File: config.mk
export PLATFORM = sky130hd
export DESIGN_NAME = tmmp_ctrl
export DESIGN_NICKNAME = d
export VERILOG_FILES = /design/src/rtl/core/tmmp_pkg.sv /design/src/rtl/core/tmmp_ctrl.sv
export SDC_FILE = /design/constraint.sdc
export NUM_CORES = 1
export LEC_CHECK = 0
export ABC_AREA = 1
export BUFFER_PORTS_ARGS = -buffer_cell sky130_fd_sc_hd__buf_2
export CORE_AREA = 2 2 39 41
export DETAILED_ROUTE_END_ITERATION = 16
export DIE_AREA = 0 0 41 43
export SYNTH_ARGS = -nofsm -noshare
export SYNTH_HDL_FRONTEND = slang
export SYNTH_SLANG_ARGS = --single-unit
export TNS_END_PERCENT = 20
File: constraint.sdc
create_clock -name clk -period 0.95 [get_ports clk]
set_clock_uncertainty 0.05 [all_clocks]
set_input_delay 0 -clock clk [delete_from_list [all_inputs] [get_ports clk]]
set_output_delay 0 -clock clk [all_outputs]
set_load 0.02 [all_outputs]
File: src/rtl/core/tmmp_pkg.sv
// shared types, constants and tables for the trackball motion mode processor
`default_nettype none
package tmmp_pkg;

    localparam int ANGLE_COUNT_DEF   = 13;
    localparam int DIVIDER_COUNT_DEF = 5;
    localparam int FRAC_BITS_DEF     = 16;

    localparam logic [3:0]  ROT_RESET    = 4'd3;
    localparam logic [2:0]  DIV_RESET    = 3'd1;
    localparam logic        INV_RESET    = 1'b1;
    localparam logic [15:0] SMOOTH_RESET = 16'd45875;

    localparam logic [1:0] REG_ROTATION = 2'd0;
    localparam logic [1:0] REG_DIVIDER  = 2'd1;
    localparam logic [1:0] REG_INVERT   = 2'd2;
    localparam logic [1:0] REG_SMOOTH   = 2'd3;

    localparam logic [1:0] MODE_CURSOR     = 2'd0;
    localparam logic [1:0] MODE_SCROLL     = 2'd1;
    localparam logic [1:0] MODE_VOLUME     = 2'd2;
    localparam logic [1:0] MODE_BRIGHTNESS = 2'd3;

    typedef enum logic [2:0] {
        ST_IDLE,
        ST_ROTATE,
        ST_SMOOTH,
        ST_MODE,
        ST_OUTPUT,
        ST_HOLD
    } tmmp_state_t;

    typedef struct packed {
        logic load;
        logic rotate;
        logic smooth;
        logic mode;
        logic output_calc;
    } tmmp_cmd_t;

    function automatic logic signed [7:0] angle_deg(input logic [4:0] idx);
        logic signed [7:0] d;
        begin
            case (idx)
                5'd0:    d = -8'sd90;
                5'd1:    d = -8'sd75;
                5'd2:    d = -8'sd60;
                5'd3:    d = -8'sd45;
                5'd4:    d = -8'sd30;
                5'd5:    d = -8'sd15;
                5'd6:    d = 8'sd0;
                5'd7:    d = 8'sd15;
                5'd8:    d = 8'sd30;
                5'd9:    d = 8'sd45;
                5'd10:   d = 8'sd60;
                5'd11:   d = 8'sd75;
                default: d = 8'sd90;
            endcase
            return d;
        end
    endfunction

    function automatic logic [16:0] sine_q16(input logic [2:0] k);
        logic [16:0] s;
        begin
            case (k)
                3'd0:    s = 17'd0;
                3'd1:    s = 17'd16962;
                3'd2:    s = 17'd32768;
                3'd3:    s = 17'd46341;
                3'd4:    s = 17'd56756;
                3'd5:    s = 17'd63303;
                default: s = 17'd65536;
            endcase
            return s;
        end
    endfunction

    function automatic logic [6:0] divisor(input logic [3:0] idx);
        logic [6:0] d;
        begin
            case (idx)
                4'd0:    d = 7'd16;
                4'd1:    d = 7'd24;
                4'd2:    d = 7'd32;
                4'd3:    d = 7'd48;
                default: d = 7'd64;
            endcase
            return d;
        end
    endfunction

endpackage
`default_nettype wire

File: src/rtl/core/tmmp_ctrl.sv
// controller state machine sequencing one report through the datapath
`default_nettype none
module tmmp_ctrl
    import tmmp_pkg::*;
(
    input  wire logic      clk,
    input  wire logic      rst_n,
    input  wire logic      in_valid,
    output logic           in_ready,
    output logic           out_valid,
    input  wire logic      out_ready,
    output tmmp_cmd_t      cmd
);

    tmmp_state_t state_reg, state_next;

    always_ff @(posedge clk or negedge rst_n)
    begin
        if (!rst_n)
        begin
            state_reg <= ST_IDLE;
        end
        else
        begin
            state_reg <= state_next;
        end
    end

    always_comb
    begin
        state_next = state_reg;
        case (state_reg)
            ST_IDLE:   if (in_valid) state_next = ST_ROTATE;
            ST_ROTATE: state_next = ST_SMOOTH;
            ST_SMOOTH: state_next = ST_MODE;
            ST_MODE:   state_next = ST_OUTPUT;
            ST_OUTPUT: state_next = ST_HOLD;
            ST_HOLD:
            begin
                if (out_ready)
                begin
                    state_next = in_valid ? ST_ROTATE : ST_IDLE;
                end
            end
            default:   state_next = ST_IDLE;
        endcase
    end

    always_comb
    begin
        cmd       = '0;
        in_ready  = 1'b0;
        out_valid = 1'b0;
        case (state_reg)
            ST_IDLE:
            begin
                in_ready = 1'b1;
                cmd.load = in_valid;
            end
            ST_ROTATE: cmd.rotate      = 1'b1;
            ST_SMOOTH: cmd.smooth      = 1'b1;
            ST_MODE:   cmd.mode        = 1'b1;
            ST_OUTPUT: cmd.output_calc = 1'b1;
            ST_HOLD:
            begin
                out_valid = 1'b1;
                in_ready  = out_ready;
                cmd.load  = out_ready && in_valid;
            end
            default: ;
        endcase
    end

    a_no_overlap: assert property (@(posedge clk) disable iff (!rst_n)
        out_valid |-> !cmd.rotate && !cmd.smooth)
        else $error("result shown while datapath busy");
    a_load_then_rotate: assert property (@(posedge clk) disable iff (!rst_n)
        cmd.load |=> cmd.rotate)
        else $error("load not followed by rotation");
    a_output_then_valid: assert property (@(posedge clk) disable iff (!rst_n)
        cmd.output_calc |=> out_valid)
        else $error("result not presented");

endmodule
`default_nettype wire

Yosys cells after proc, flatten, opt, wreduce, memory -nomap -nowiden
Cells that the tools add are included.

storage, ports and cells
  flip-flop bits (word level) = 3
  bits in latches = 0
  memory bits (writable) = 0
  bits in read-only memories = 0
  output and inout port bits = 7
  word-level logic and storage cells = 22
  memories kept = 0

cells by class
  add/subtract/negate cells = 0
  $mul = 0
  divide/modulo/power cells = 0
  $lt $le $gt $ge = 0
  equality and inequality tests = 7
  shift-type cells = 0
  multiplexer cells = 11
  bitwise logic cells = 0
  reductions and logical operators = 3

operators with widths
  operator                                       count
  one-hot mux 3 bit (6 select lines)             1
  == test 3 x 2 -> 1 bit, second input constant  2
  == test 3 bit, second input constant           2
  two-way mux 1 bit                              6
  two-way mux 3 bit                              2
  != test 2 bit, second input constant           2
  one-hot mux 1 bit (2 select lines)             2
  == test 3 x 1 -> 1 bit, second input constant  1
  zero test 3 bit                                1
  AND reduction 2 bit                            1
  logical AND 1 bit                              1

Logic depth before layout (Yosys ltp)
Gate-level depths: netlist of run 1.

  depth after elaboration = 3
  mapped depth = 5

Worst setup path before layout of run 1
OpenSTA, ideal clock, no wires.

  path kind = reg-to-output
  start point = register state_reg[1]
  end point = output in_ready
  arrival time = 0.969 ns
  data required time = 0.900 ns
  path slack = -0.069 ns
  stages on the path, launching flop included = 6
  cell sequence = dfrtp_1 > inv_2 > nand2_2 > nor2_4 > nand2_1 > nand2_1

between the ends
  cells in the longest elaborated chain, start to end = 2

RTL lines
  what                                              line             source
  start, declared                                   tmmp_ctrl.sv:15  tmmp_state_t state_reg, state_next;
  start signal, assigned                            tmmp_ctrl.sv:25  state_reg <= state_next;
  == test 3 bit or zero test 3 bit (tied branches)  tmmp_ctrl.sv:54  case (state_reg)
  one-hot mux 1 bit (2 select lines) (*)            tmmp_ctrl.sv:54
  end, declared                                     tmmp_ctrl.sv:9   output logic in_ready,

Mark *: on every way between the ends. The rest lies on a longest branch, timed or not.

==> flow_summary.ini, run 1 <==
[outcome]
status = finished with violations
violations = setup timing

[setup_path]
path_class = reg -> out
required_ps = 900
slowest_stage = dfrtp_2
r2r_start = state_reg[0]
reg2reg_slack_ps = -60
critPathMaxStageDelay_ps = 440
critPathTopFamily = flip-flops
end_kind = output pin
critPathArrivalTime_ps = 1160
start_kind = flip-flop
rr_worst_depth = 4
cp_max_fo = 5
reg2reg_to = state_reg[0]
crit_path_cell_trace = nor2_2 -> nand2_2 -> o21ai_2 -> buf_6
crit_buf_inv = 1

[clock_network]
clockRootBuffer = clkbuf_4
cts_made_buffers = 3
clockBufferDepth = 2
clock-sinks = 3
clkLatencyLatePin_ps = 230
h-tree-depth = 1
cts.clk_slew.worst_paths_ps = 40
cts_tree = yes

[timing]
rsz0062_at_grt = true
fmax_mhz = 827.3
slew_headroom_pct = 90.54
worst_pin_slew_ps = 141.5
finalCritPeriodShare_pct = 127.2
hold_viol_final = 0
fin_ws_ps = -258.7
period_needed_ps = 1209
slew_viol_final = 0
setup_viol = 8

[power_and_ir_drop]
power_mw = 1.437
ir_drop_mv = 1.279
p_leak_nw = 0.2121
p_per_area_mw_per_mm2 = 3577

[hold_path]
hp-class = in -> async

[floorplanning]
fp.dieW_um = 41
coreArea_mm2 = 0.001384
ios = 11
die_y_um = 43
initial_core_util_pct = 16.73
dieArea_mm2 = 0.001763
row_count = 14

[synth]
post_synth_num_cell_types = 14
synth_area_leaders = dfrtp_1 (32%), nand2_1 (9.7%), nor2_4 (9.7%)
yosys_warnings = 0
syn_area_per_cell_um2 = 7.234
synth.top_cell.area_share_pct = 32.43
syn_nets = 36
synth_area_um2 = 231.5
ys_seq_elements = 3
syn_inst = 32
yosysTopAreaCell = dfrtp_1
synth_seq_area_share_pct = 32.43

[final_layout]
largest_reg_flops = 3
multiInputGateArea_um2 = 140.1
drive_gt1_share_pct = 64.71
area_delta_synth_final_pct = 73.51
stdcell_area_um2 = 401.6
final_cells = 67
seq_area_um2 = 76.32
layout.nets = 56
n_antenna_cell = 0
num-fill-cells = 161
utilization_pct = 29.02

[placement]
dp_hpwl_um = 401.7
port_buffers = 10
gp_congestion = 0.7799
placed_area_um2 = 319.1
dp.cells = 60

[grt]
grt_pass1_wl_um = 848
grt_usage_pct = 7.654
grt_overflow = 0
grt_max_degree = 6
antenna_found_initial = 0
grt_pass1_vias = 230

[job]
drv_cap = 0

[detailed_routing]
antenna_left = 0
vias = 253
drtIter0Drc = 2
dr.pass1.iters = 3
route.detailed.drc = 0
viasPerCell = 3.776
finalWirelength_um = 503
wire_per_inst_um = 7.507
[area by class of cell]
| class | count | share of cell area, % |
|---|---|---|
| multi-input cells | 22 | 34.89 |
| flip-flops and latches | 3 | 19.00 |
| well taps | 16 | 4.984 |
| clock buffers | 4 | 6.542 |
| repair buffers | 15 | 28.04 |
| inverters | 7 | 6.542 |
[timing repair]
| item | in CTS | in global routing |
|---|---|---|
| endpoints found under the setup margin | 9 | 10 |
| gates resized for setup | 8 | 3 |
| hold buffers | 1 | 0 |
| setup buffers | 1 | 1 |
| endpoints found under the hold margin | 3 | 0 |
[power by group]
part           switching, mW  internal, mW
Clock                 0.0583         0.157
Combinational          0.530         0.424
Sequential            0.0739         0.193
Total                  0.663         0.774
[Yosys cell counts]
cell type,instances
nor2_1,3
inv_2,3
a21oi_2,1
nor2_4,2
nor2_2,1
dfrtp_1,3
o21ai_1,1
nand3_1,2
nand4_1,1
nand3_2,1
nand2_1,6
inv_1,4
nand2_2,3
o21ai_2,1
[metal layers]
| metal | global-route usage [%] | vias to the layer above | wire length, um |
|---|---|---|---|
| li1 | - | 141 | - |
| met1 | 9.416 | 105 | 251 |
| met2 | 9.063 | 7 | 220 |
| met3 | 4.712 | 0 | 30 |
| met4 | 6.000 | 0 | 0 |
| met5 | 0 | - | 0 |
[placed cells by master (no fill, tap or decap), drive strengths merged]
master,count
nand2,9
dfrtp,3
nand4,1
buf,14
a21oi,1
inv,7
clkbuf,4
nor2,6
dlygate4sd3,1
nand3,3
o21ai,2
[kinds of logic (layout without fill, tap and decap cells)]
| family | Yosys count | count (layout) | synth area share, % |
|---|---|---|---|
| compound gates | 3 | 3 | 9.729 |
| buf+inv | 7 | 26 | 11.35 |
| flops | 3 | 3 | 32.43 |
| simple gates | 19 | 19 | 46.49 |
[worst reg2reg max path, delay by kind of cell, from the launching register on]
kind | cells | cell delay [ps]
simple gates | 3 | 360
flops | 1 | 440
compound gates | 1 | 50
[worst max-delay path by stage]
| stage | start | endpoint | slack (ps) | cells past startpoint |
|---|---|---|---|---|
| global placement | state_reg[0] | state_reg[0] | -120 | 4 |
| CTS | state_reg[0] | cmd[4] | -270 | 4 |
| finish | state_reg[0] | cmd[4] | -260 | 4 |
| floorplan | state_reg[1] | cmd[4] | -50 | 5 |
| global route | state_reg[0] | cmd[4] | -320 | 4 |
| detailed placement | state_reg[0] | state_reg[0] | -120 | 4 |
[metrics by stage]
step	TNS [ps]	setup slack [ps]	hold WS, ps
2_1_floorplan	-140.5	-47.06	-345.6
3_3_place_gp	-326.1	-124.5	-254.3
3_5_place_dp	-304.0	-117.2	-253.8
4_1_cts	-1499	-265.0	31.57
5_1_grt	-1972	-317.3	36.13
6_report	-1383	-258.7	35.46
Power figures use the tool's default switching activity.
==> run 2: changes to the inputs <==
==> constraint.sdc (replaced) <==
create_clock -name clk -period 0.95 [get_ports clk]
set_clock_uncertainty 0.05 [all_clocks]
set_input_delay 0.0475 -clock clk [delete_from_list [all_inputs] [get_ports clk]]
set_output_delay 0.0475 -clock clk [all_outputs]
set_load 0.02 [all_outputs]
==> flow_summary.ini, run 2 (same netlist as run 1, synthesis figures left out) <==
[grt]
antenna_found_initial = 0
grt_usage_pct = 8.342
grt_pass1_vias = 268
grt_overflow = 0
grt_max_degree = 5
grt_pass1_wl_um = 945

[clock_network]
cts_made_buffers = 3
clock-sinks = 3
clockBufferDepth = 2
clkLatencyLatePin_ps = 230
cts_tree = yes
clockRootBuffer = clkbuf_4
cts.clk_slew.worst_paths_ps = 40
h-tree-depth = 1

[power_and_ir_drop]
p_per_area_mw_per_mm2 = 3634
power_mw = 1.551
p_seq_share_pct = 16.3
switching_share_pct = 45.17
p_comb_share_pct = 69.4
internal_power_mw = 0.8502
ir_drop_mv = 1.229
switchingPower_mw = 0.7004
p_leak_nw = 0.2268
power_frac_clock_pct = 14.2

[detailed_routing]
viasPerCell = 3.913
wire_per_inst_um = 8.449
route.detailed.drc = 0
dr.pass1.iters = 4
antenna_left = 0
finalWirelength_um = 583
vias = 270
drtIter0Drc = 2

[floorplanning]
dieArea_mm2 = 0.001763
ios = 11
die_y_um = 43
fp.dieW_um = 41
coreArea_mm2 = 0.001384
row_count = 14
initial_core_util_pct = 16.73

[timing]
worst_pin_slew_ps = 174.6
rsz0062_at_grt = true
period_needed_ps = 1254
hold_viol_final = 0
slew_viol_final = 0
fin_ws_ps = -303.7
setup_viol = 9
hold_slack_ps = 85.05
slew_headroom_pct = 88.36
fmax_mhz = 797.7
finalCritPeriodShare_pct = 132.0

[setup_path]
startpoint = state_reg[0]
cp_max_fo = 4
reg2reg_slack_ps = -60
crit_path_cell_trace = nor2_2 -> nand2_2 -> o21ai_2 -> buf_6
critical_path_depth = 4
end_kind = output pin
r2r_start = state_reg[0]
required_ps = 850
path_class = reg -> out
reg2reg_to = state_reg[2]
critPathTopFamily = flip-flops
critPathArrivalTime_ps = 1160
slowest_stage = dfrtp_1
start_kind = flip-flop
critPathMaxStageDelay_ps = 420
crit_buf_inv = 1
rr_worst_depth = 5

[final_layout]
final_cell_mix = buf_4 (7), nand2_1 (5), buf_6 (5), inv_1 (4), buf_2 (4)
layout.nets = 58
n_antenna_cell = 0
seq_area_um2 = 75.07
layout_commonest_cell = buf_4
final_cells = 69
area_delta_synth_final_pct = 84.32
largest_reg_flops = 3
multiInputGateArea_um2 = 140.1
drive_gt1_share_pct = 62.26
num-fill-cells = 160

[outcome]
violations = setup timing
status = finished with violations

[placement]
dp.cells = 63
gp_congestion = 0.8574
dp_hpwl_um = 458.8
port_buffers = 10

[job]
drv_cap = 0

[hold_path]
hp-class = in -> async
-- run 2: cell types whose count changed in the layout (fill, tap and decap cells not counted), sizes merged --
cell	delta
buf	+2
-- run 2: cell type report --
class                      count  share of cell area [%]
tap                           16                   4.692
sequential                     3                   17.60
multi-input combinational     22                   32.84
inverter                       7                   6.158
clock buffer                   4                   6.158
timing repair buffer          17                   32.55
-- run 2: worst max path at each step --
| stage | endpoint | slack [ps] |
|---|---|---|
| floorplan | cmd[4] | -90 |
| global placement | cmd[4] | -120 |
| detailed placement | cmd[4] | -120 |
| CTS | cmd[4] | -330 |
| global route | cmd[4] | -400 |
| finish | cmd[4] | -300 |
-- run 2: what timing repair did --
action | 4_1_cts | 5_1_grt
endpoints found under the hold margin | 3 | 0
gates cloned | 0 | 0
pin swaps | 2 | 0
buffers inserted | 1 | 0
hold buffers | 1 | 0
resized for setup | 13 | 0
endpoints found under the setup margin | 9 | 10
-- run 2: metrics by stage --
step                      area, um^2  util [%]  setup WS, ps  setup TNS [ps]
after floorplan                234.0         -        -94.56          -269.7
after global placement         341.6     24.68        -123.8          -439.8
after detailed placement       341.6     24.68        -121.7          -446.2
after CTS                      426.7     30.83        -325.7           -1974
after global routing           426.7     30.83        -401.5           -2667
final                          426.7     30.83        -303.7           -1904
-- run 2: per-layer routing --
metal | share of wire, % | track usage [%]
met1 | 42 | 8.710
met2 | 52 | 12.81
met3 | 5.7 | 3.141
met4 | 0 | 6.000
met5 | 0 | 0
-- run 2: power groups by stage --
stage	clock network (mW)	logic (mW)	registers, mW
3_5_place_dp	0	0.899	0.242
2_1_floorplan	0	0.542	0.261
6_report	0.221	1.08	0.253
5_1_grt	0.251	1.18	0.262
3_3_place_gp	0	0.884	0.242
4_1_cts	0.237	1.09	0.247
